**src/design/lzss_descramble_decompressor_defines.svh**
```systemverilog
// ----------------------------------------------------------------------------
// lzss_descramble_decompressor_defines
// Assertion macros for the LZSS descramble decompressor.
// ----------------------------------------------------------------------------
`ifndef LZSS_DESCRAMBLE_DECOMPRESSOR_DEFINES_SVH
`define LZSS_DESCRAMBLE_DECOMPRESSOR_DEFINES_SVH

// Same-cycle implication, disabled while reset is asserted.
`define LZSSD_ASSERT_NOW(label, clk, rst_n, ante, cons, msg) \
    label: assert property (@(posedge clk) disable iff (!rst_n) (ante) |-> (cons)) \
        else $error(msg);

// Next-cycle implication, disabled while reset is asserted.
`define LZSSD_ASSERT_NEXT(label, clk, rst_n, ante, cons, msg) \
    label: assert property (@(posedge clk) disable iff (!rst_n) (ante) |=> (cons)) \
        else $error(msg);

`endif

```
**src/design/lzssd_pkg.sv**
```systemverilog
// ----------------------------------------------------------------------------
// lzssd_pkg
// Shared constants and controller/datapath interface types.
// ----------------------------------------------------------------------------
package lzssd_pkg;

    localparam int WIN_BITS = 12;
    localparam logic [WIN_BITS:0]   WIN_DEPTH  = (WIN_BITS + 1)'(1 << WIN_BITS);
    localparam logic [WIN_BITS-1:0] WIN_START  = WIN_BITS'(12'hFEE);
    localparam logic [7:0]          KEY_RESET  = 8'hFF;
    localparam logic [3:0]          FLAG_COUNT = 4'd8;
    // Match length minus one equals the low nibble plus this bias.
    localparam logic [4:0]          MATCH_BIAS = 5'd2;

    // Decode phase codes; the unused code behaves like PH_FLAG.
    localparam logic [1:0] PH_FLAG = 2'd0;
    localparam logic [1:0] PH_BYTE = 2'd1;
    localparam logic [1:0] PH_HIGH = 2'd2;

    typedef logic [1:0] kind_t;
    localparam kind_t KIND_NONE  = 2'd0;
    localparam kind_t KIND_LIT   = 2'd1;
    localparam kind_t KIND_MATCH = 2'd2;

    typedef struct packed {
        logic accept;
        logic lit_emit;
        logic rd_issue;
        logic match_emit;
    } ctrl_cmd_t;

    typedef struct packed {
        kind_t kind;
        logic  out_free;
        logic  match_end;
    } dp_stat_t;

endpackage

```
**src/design/lzssd_ctrl.sv**
```systemverilog
// ----------------------------------------------------------------------------
// lzssd_ctrl
// Sequencer: accepts items, steps literal output and match copy.
// ----------------------------------------------------------------------------
module lzssd_ctrl (
    input  logic                 clk,
    input  logic                 rst_n,
    input  logic                 in_valid,
    output logic                 in_stall,
    input  lzssd_pkg::dp_stat_t  stat,
    output lzssd_pkg::ctrl_cmd_t cmd
);
    import lzssd_pkg::*;

    localparam logic [1:0] ST_IDLE = 2'd0;
    localparam logic [1:0] ST_LIT  = 2'd1;
    localparam logic [1:0] ST_READ = 2'd2;
    localparam logic [1:0] ST_EMIT = 2'd3;

    logic [1:0] state_reg;
    logic [1:0] state_next;

    assign in_stall       = (state_reg != ST_IDLE);
    assign cmd.accept     = (state_reg == ST_IDLE) && in_valid;
    assign cmd.lit_emit   = (state_reg == ST_LIT) && stat.out_free;
    assign cmd.rd_issue   = (state_reg == ST_READ);
    assign cmd.match_emit = (state_reg == ST_EMIT) && stat.out_free;

    always_comb
    begin
        state_next = state_reg;
        case (state_reg)
            ST_IDLE:
            begin
                if (in_valid && stat.kind == KIND_LIT)
                    state_next = ST_LIT;
                else if (in_valid && stat.kind == KIND_MATCH)
                    state_next = ST_READ;
            end
            ST_LIT:
            begin
                if (stat.out_free)
                    state_next = ST_IDLE;
            end
            ST_READ:
            begin
                state_next = ST_EMIT;
            end
            ST_EMIT:
            begin
                if (stat.out_free)
                    state_next = stat.match_end ? ST_IDLE : ST_READ;
            end
            default:
            begin
                state_next = ST_IDLE;
            end
        endcase
    end

    always_ff @(posedge clk or negedge rst_n)
    begin
        if (!rst_n)
            state_reg <= ST_IDLE;
        else
            state_reg <= state_next;
    end

endmodule

```
**config.mk**
```make
export PLATFORM = sky130hd
export DESIGN_NAME = lzssd_ctrl
export DESIGN_NICKNAME = d
export VERILOG_FILES = /design/src/design/lzss_descramble_decompressor_defines.svh /design/src/design/lzssd_pkg.sv /design/src/design/lzssd_ctrl.sv
export SDC_FILE = /design/constraint.sdc
export NUM_CORES = 1
export LEC_CHECK = 0
export ABC_CLOCK_PERIOD_IN_PS = 1000
export BUFFER_PORTS_ARGS = -buffer_cell sky130_fd_sc_hd__buf_2
export CELL_PAD_IN_SITES_DETAIL_PLACEMENT = 0
export CELL_PAD_IN_SITES_GLOBAL_PLACEMENT = 2
export CORE_AREA = 2 2 39 41
export CTS_BUF_LIST = sky130_fd_sc_hd__clkbuf_16
export DETAILED_ROUTE_END_ITERATION = 16
export DIE_AREA = 0 0 41 43
export GPL_TIMING_DRIVEN = 0
export PLACE_DENSITY = 0.51
export SLEW_MARGIN = 15
export SYNTH_ARGS = -nofsm -noshare
export SYNTH_HDL_FRONTEND = slang
export SYNTH_SLANG_ARGS = --single-unit
```
**constraint.sdc**
```tcl
create_clock -name clk -period 1 [get_ports clk]
set_input_delay 0.2 -clock clk [delete_from_list [all_inputs] [get_ports clk]]
set_output_delay 0.2 -clock clk [all_outputs]
set_load 0.05 [all_outputs]
```
Word level (Yosys, flattened, before mapping)
Cells that the tools add are included.
W data, S select, Z words.
{ "word_totals": {"register_bits": 2, "input_bits": 7, "out_inout_bits": 5, "word_cells": 23} }
{ "classes": {"n_eq_ne": 8, "muxes": 6, "reduce_logical": 8} }
{ "op_table": {"columns": ["op", "count"], "rows": [
  ["$mux W2", 5],
  ["$pmux W2 S4", 1],
  ["$eq A2 B2 Y1 const B", 3],
  ["$logic_and A1 B1 Y1", 5],
  ["$eq A2 B1 Y1 const B", 2],
  ["$ne A2 B2 Y1 const B", 2],
  ["$ne A3 B1 Y1 const B", 1],
  ["$reduce_and A3 Y1", 1],
  ["$logic_not A2 Y1", 1],
  ["$reduce_bool A2 Y1", 1]
]} }

Logic depth before layout (Yosys ltp)
Gate-level depths: netlist (run 1).
{ "depth": {"ltp_word": 5, "ltp_mapped": 2, "depth_no_buf": 2} }

Worst setup path before layout (run 1)
No wires, ideal clock.
{ "synth_path": {"kind": "register to output", "from": "register state_reg[1]", "to": "output cmd[3] (netlist bit)", "arrival_ns": 1.393, "t_required_ns": 0.800, "slack_ns": -0.593, "path_stages_with_launch": 3, "n_path_buf": 0, "path_cell_list": "dfrtp_1 -> or2_4 -> nor2_1"} }
{ "synth_rtl": {"columns": ["item", "line_no", "text"], "rows": [
  ["start, declared", "lzssd_ctrl.sv:20", "logic [1:0] state_reg;"],
  ["start signal, assigned", "lzssd_ctrl.sv:66", "state_reg <= state_next;"],
  ["end, declared", "lzssd_ctrl.sv:11", "output lzssd_pkg::ctrl_cmd_t cmd"]
]} }

==> flow_summary.toml, run 1 <==
[die]
dieHeight_um = 43
num_rows = 14
initial_utilization_pct = 9.04
fp.dieW_um = 41
core-area_um2 = 1380
die_area_um2 = 1760
ios = 12

[drt]
drt-pass1-iter-count = 2
routed-via-count = 179
drtAntennaViolNets = 0
drt_iter0_drc = 2
post_drt_wl_per_cell_um = 8.49
routed_wl_um = 433
viasPerCell = 3.51
drc = 0

[final_layout]
final_cell_area_um2 = 434
largest_reg_flops = 2
postLayoutCoreUtil_pct = 31.4
drive_gt1_share_pct = 77.1
layoutNonFillerInstCount = 51
area_delta_synth_final_pct = 247
final_net_count = 44
antennaDiodeCount = 0

[logic_synthesis]
yosys.cell_types.count = 11
synthTopCellsByArea = "dfrtp_1, o21a_1, nor4bb_1, and3b_1, or2_4"
ys_ff_latch = 2
synthTopCellsByCount = "dfrtp_1, nor2_1, o21a_1"
syn_inst = 14
yosysWarnings = 0
avgSynthCellArea_um2 = 8.94
synth-edff-count = 0
synthArstFlopShare_pct = 100
syn_area_um2 = 125
ys.flop_type = "dfrtp_1"
netlist.area_leader.share_pct = 40.0
ys_seq_area_share_pct = 40.0
synth.largest_area_cell = "dfrtp_1"
syn_nets = 21

[sta]
rsz0062_at_grt = "true"
period_minus_slack_ns = 1.33
relSlewSlack_pct = 87.6
fin_skew_ns = 0.000670
hold_ws_ns = 0.276
hold_viol = 0
period_share_pct = 133
drv_slew = 0
setup-tns-final_ns = -1.36
fin_ws_ns = -0.334
setup_viol = 5
fmax_mhz = 750
tightest_slew_ns = 0.185

[critical_path]
arrival_ns = 1.13
ff2ff_path_depth = 3
r2r-start = "state_reg[0]$_DFFE_PN0P_"
r2r_end = "state_reg[1]$_DFFE_PN0P_"
required_ns = 0.80
start_kind = "register"
worstPathMaxFanout = 4
end_kind = "primary output"
r2r_slack_ns = 0.01
crit_type = "register to primary output"

[cts]
htree_levels = 1
clk_pin_slew_ns = 0.03
clk_latency_ns = 0.22
cts_root_buffer = "clkbuf_16"
cts_sinks = 2
numCtsBuffers = 3
cts_buffer_depth = 2
cts_tree = "built"

[power]
comb_power_share_pct = 55.8
pwr-share-seq_pct = 9.2
peakVddDrop_mv = 1.16
power_leakage_nw = 0.213
switching_share_pct = 35.2
p_int_mw = 1.11
pwr-share-clk_pct = 35.1
switchingPower_mw = 0.600
powerDensity_nw_per_um2 = 3930

[placed_design]
gp_congestion = 0.584
port_buffers = 11
post-dp-hpwl_um = 291
dp.cells = 41
placed_area_um2 = 214

[worst_hold_path]
hold_start = "stat[0]"
min_path_cells = 3
min_to = "state_reg[1]$_DFFE_PN0P_"
hp-class = "primary input to register"

[grt]
antenna_found_initial = 0
grt_max_degree = 5
first_global_vias = 182
track_usage_pct = 6.61
grt_pass1_wl_um = 690
overflow = 0

[flow_run]
maxCapViolations = 0

[run_status]
status = "finished with violations"
violations = "negative setup slack"
[cell usage in the layout, fill, tap and decap left out, types with 2 or more instances in the layout]
| cell | netlist | layout |
|---|---|---|
| buf_2 | 0 | 6 |
| dfrtp_1 | 2 | 2 |
| nor2_4 | 0 | 2 |
| buf_8 | 0 | 4 |
| buf_4 | 0 | 4 |
| o21a_1 | 2 | 2 |
| clkbuf_16 | 0 | 3 |
| buf_6 | 0 | 3 |
[cell families (layout without fill, tap and decap cells)]
group | count (synthesis) | after routing | share of synthesized area, %
simple gates | 9 | 9 | 45.0
buf+inv | 1 | 22 | 3.00
flops | 2 | 2 | 40.0
compound gates | 2 | 2 | 12.0
[routing by layer]
metal,track usage [%],part of all wire [%],vias up
li1,-,-,90
met1,4.79,27,81
met2,10.3,60,8
met3,6.28,13,0
met4,4.00,0,0
met5,0,0,-
[layout make-up]
type                    count  area [µm²]
fillers                   146         950
repair buffers             18         164
multi-input cells          11         121
clock buffers               3        75.1
flip-flops and latches      2        50.0
well taps                  16        20.0
inverters                   1        3.75
[how the worst max path moves through the flow]
stage                             start      to  slack [ns]
2_1_floorplan  state_reg[1]$_DFFE_PN0P_  cmd[3]       -0.22
3_3_place_gp   state_reg[1]$_DFFE_PN0P_  cmd[3]       -0.21
3_5_place_dp   state_reg[0]$_DFFE_PN0P_  cmd[3]       -0.21
4_1_cts        state_reg[1]$_DFFE_PN0P_  cmd[3]       -0.35
5_1_grt        state_reg[0]$_DFFE_PN0P_  cmd[3]       -0.38
6_report       state_reg[0]$_DFFE_PN0P_  cmd[3]       -0.33
[worst max-delay path, cell delays in order (launching register included)]
cell and delay (ns):
dfrtp_1 0.40, or2_4 0.27, nor2_4 0.09, buf_8 0.15
[stage by stage]
step	worst slack [ns]	total power [mW]
4_1_cts	-0.346	1.59
2_1_floorplan	-0.219	0.569
3_5_place_dp	-0.214	0.669
3_3_place_gp	-0.206	0.669
6_report	-0.334	1.71
5_1_grt	-0.377	1.78
[power groups by stage]
stage / logic [mW] / registers [mW] / clock network (mW)
2_1_floorplan: 0.406 / 0.163 / 0
4_1_cts: 0.815 / 0.162 / 0.610
3_3_place_gp: 0.495 / 0.173 / 0
6_report: 0.951 / 0.157 / 0.598
5_1_grt: 1.00 / 0.161 / 0.617
3_5_place_dp: 0.495 / 0.174 / 0
[timing repair]
item | 4_1_cts | 5_1_grt
pin swaps | 1 | 2
resized for setup | 17 | 6
setup endpoints to repair | 6 | 7
buffers inserted | 4 | 2
hold buffers | 1 | 0
cloned | 0 | 0
endpoints found under the hold margin | 2 | 0
(Power assumes the default switching activity.)
==> run 2, diff against run 1 <==
--- a/config.mk
+++ b/config.mk
@@ -5,7 +5,7 @@
 export SDC_FILE = /design/constraint.sdc
 export NUM_CORES = 1
 export LEC_CHECK = 0
-export ABC_CLOCK_PERIOD_IN_PS = 1000
+export ABC_CLOCK_PERIOD_IN_PS = 1300
 export BUFFER_PORTS_ARGS = -buffer_cell sky130_fd_sc_hd__buf_2
 export CELL_PAD_IN_SITES_DETAIL_PLACEMENT = 0
 export CELL_PAD_IN_SITES_GLOBAL_PLACEMENT = 2
@@ -14,7 +14,7 @@
 export DETAILED_ROUTE_END_ITERATION = 16
 export DIE_AREA = 0 0 41 43
 export GPL_TIMING_DRIVEN = 0
-export PLACE_DENSITY = 0.51
+export PLACE_DENSITY = 0.5
 export SLEW_MARGIN = 15
 export SYNTH_ARGS = -nofsm -noshare
 export SYNTH_HDL_FRONTEND = slang
==> constraint.sdc (replaced) <==
create_clock -name clk -period 1.3 [get_ports clk]
set_input_delay 0.26 -clock clk [delete_from_list [all_inputs] [get_ports clk]]
set_output_delay 0.26 -clock clk [all_outputs]
set_load 0.05 [all_outputs]
==> run 2 against run 1 <==
Effect of this change:
- the flow still finishes with violations (negative setup slack)
- routed wire length down 10%
- sequential power down 23%
- flip-flop and latch count unchanged
- global-route usage down 1.3 points
- cell area down 16%
- clock power down 23%
- critical path depth unchanged
- count of clock-buffer cells in the layout unchanged
- register-to-register slack better by 0.26 ns
- cell count down 3.9%
- die area unchanged
- critical endpoint unchanged
==> flow_summary.toml, run 2 (synthesis gave the netlist of run 1 again) <==
[run_status]
status = "finished with violations"
violations = "negative setup slack"

[cts]
cts_sinks = 2
clk_pin_slew_ns = 0.03
cts_tree = "built"
cts_buffer_depth = 2
cts_root_buffer = "clkbuf_16"
clk_latency_ns = 0.22
numCtsBuffers = 3
htree_levels = 1

[critical_path]
r2r_end = "state_reg[1]$_DFFE_PN0P_"
crit_type = "register to primary output"
r2r-start = "state_reg[0]$_DFFE_PN0P_"
crit_path_start = "state_reg[0]$_DFFE_PN0P_"
end_kind = "primary output"
ff2ff_path_depth = 3
r2r_slack_ns = 0.27
required_ns = 1.04
start_kind = "register"
cp-endpoint = "cmd[3]"
arrival_ns = 1.13
worstPathMaxFanout = 3

[die]
num_rows = 14
initial_utilization_pct = 9.04
fp.dieW_um = 41
dieHeight_um = 43
core-area_um2 = 1380
ios = 12
die_area_um2 = 1760

[drt]
drc = 0
drt-pass1-iter-count = 2
routed-via-count = 165
drtAntennaViolNets = 0
viasPerCell = 3.37
drt_iter0_drc = 1
post_drt_wl_per_cell_um = 7.94
routed_wl_um = 389

[power]
p_int_mw = 0.733
switchingPower_mw = 0.409
comb_power_share_pct = 49.1
pwr-share-seq_pct = 10.6
power_leakage_nw = 0.180
peakVddDrop_mv = 0.741
pwr-share-clk_pct = 40.3
switching_share_pct = 35.8
powerDensity_nw_per_um2 = 3130

[final_layout]
layout_common_cells = "buf_2, buf_4, clkbuf_16, buf_6, o21a_1"
final_cell_area_um2 = 365
largest_reg_flops = 2
drive_gt1_share_pct = 72.7
antennaDiodeCount = 0
area_delta_synth_final_pct = 192
mostFrequentLayoutCell = "buf_2"
final_net_count = 42

[worst_hold_path]
hp-class = "primary input to register"

[grt]
first_global_vias = 141
met3_usage_pct = 6.81
grt_max_degree = 7
met1_usage_pct = 4.15
gr-usage-met2_pct = 6.56
antenna_found_initial = 0
track_usage_pct = 5.31
grt_pass1_wl_um = 531
overflow = 0
grt_most_used_layer = "met3"

[placed_design]
port_buffers = 11
gp_congestion = 0.604
post-dp-hpwl_um = 293
placed_area_um2 = 208

[sta]
fmax_mhz = 721
drv_slew = 0
rsz0062_at_grt = "true"
setup_viol = 3
relSlewSlack_pct = 81.8
fin_skew_ns = 0.00289
hold_ws_ns = 0.324
setup-tns-final_ns = -0.197
fin_ws_ns = -0.0873
tightest_slew_ns = 0.269
period_share_pct = 107
period_minus_slack_ns = 1.39
hold_viol = 0

[flow_run]
maxCapViolations = 0
==> run 2: power groups by stage <==
stage	Clock [mW]	Sequential, mW	Combinational (mW)
after global placement	0	0.130	0.374
after CTS	0.468	0.128	0.424
after detailed placement	0	0.130	0.374
after global routing	0.475	0.125	0.592
after floorplan	0	0.121	0.304
final	0.460	0.121	0.561
==> run 2: stage by stage <==
step,util (%),setup WS (ns),cells,total power [mW]
floorplan,-,-0.0694,14,0.425
global placement,15.0,0.0414,41,0.504
detailed placement,15.0,0.0373,41,0.504
CTS,22.5,-0.103,46,1.02
global route,26.4,-0.123,49,1.19
finish,26.4,-0.0873,49,1.14
==> run 2: area by class of cell <==
type	count	area (µm²)
inverters	1	3.75
repair buffers	16	124
flip-flops and latches	2	51.3
multi-input cells	11	91.3
well taps	16	20.0
fillers	156	1020
clock buffers	3	75.1
==> run 2: metal layers <==
layer	vias up	part of all wire, %
li1	86	-
met1	71	29
met2	8	54
met3	0	16
met4	0	0
met5	-	0
==> run 2: timing repair <==
item                       4_1_cts  5_1_grt
hold buffers                     1        0
gates resized for setup          4       11
hold endpoints to repair         2        0
setup buffers                    1        3
pin swaps                        0        2
setup endpoints to repair        4        4
==> run 2: worst max-delay path, cell delays in order (launching register included) <==
cell and delay (ns):
dfrtp_2 0.40, or2_4 0.27, nor2_4 0.09, buf_8 0.15
==> run 2: worst min path at each step <==
stage / endpoint / from / cells past startpoint / slack [ns]
2_1_floorplan: state_reg[0]$_DFFE_PN0P_ / rst_n / 0 / -0.04
3_3_place_gp: state_reg[1]$_DFFE_PN0P_ / rst_n / 1 / 0.05
3_5_place_dp: state_reg[0]$_DFFE_PN0P_ / rst_n / 1 / 0.05
4_1_cts: state_reg[1]$_DFFE_PN0P_ / stat[0] / 3 / 0.32
5_1_grt: state_reg[1]$_DFFE_PN0P_ / stat[0] / 3 / 0.33
6_report: state_reg[1]$_DFFE_PN0P_ / stat[0] / 3 / 0.32
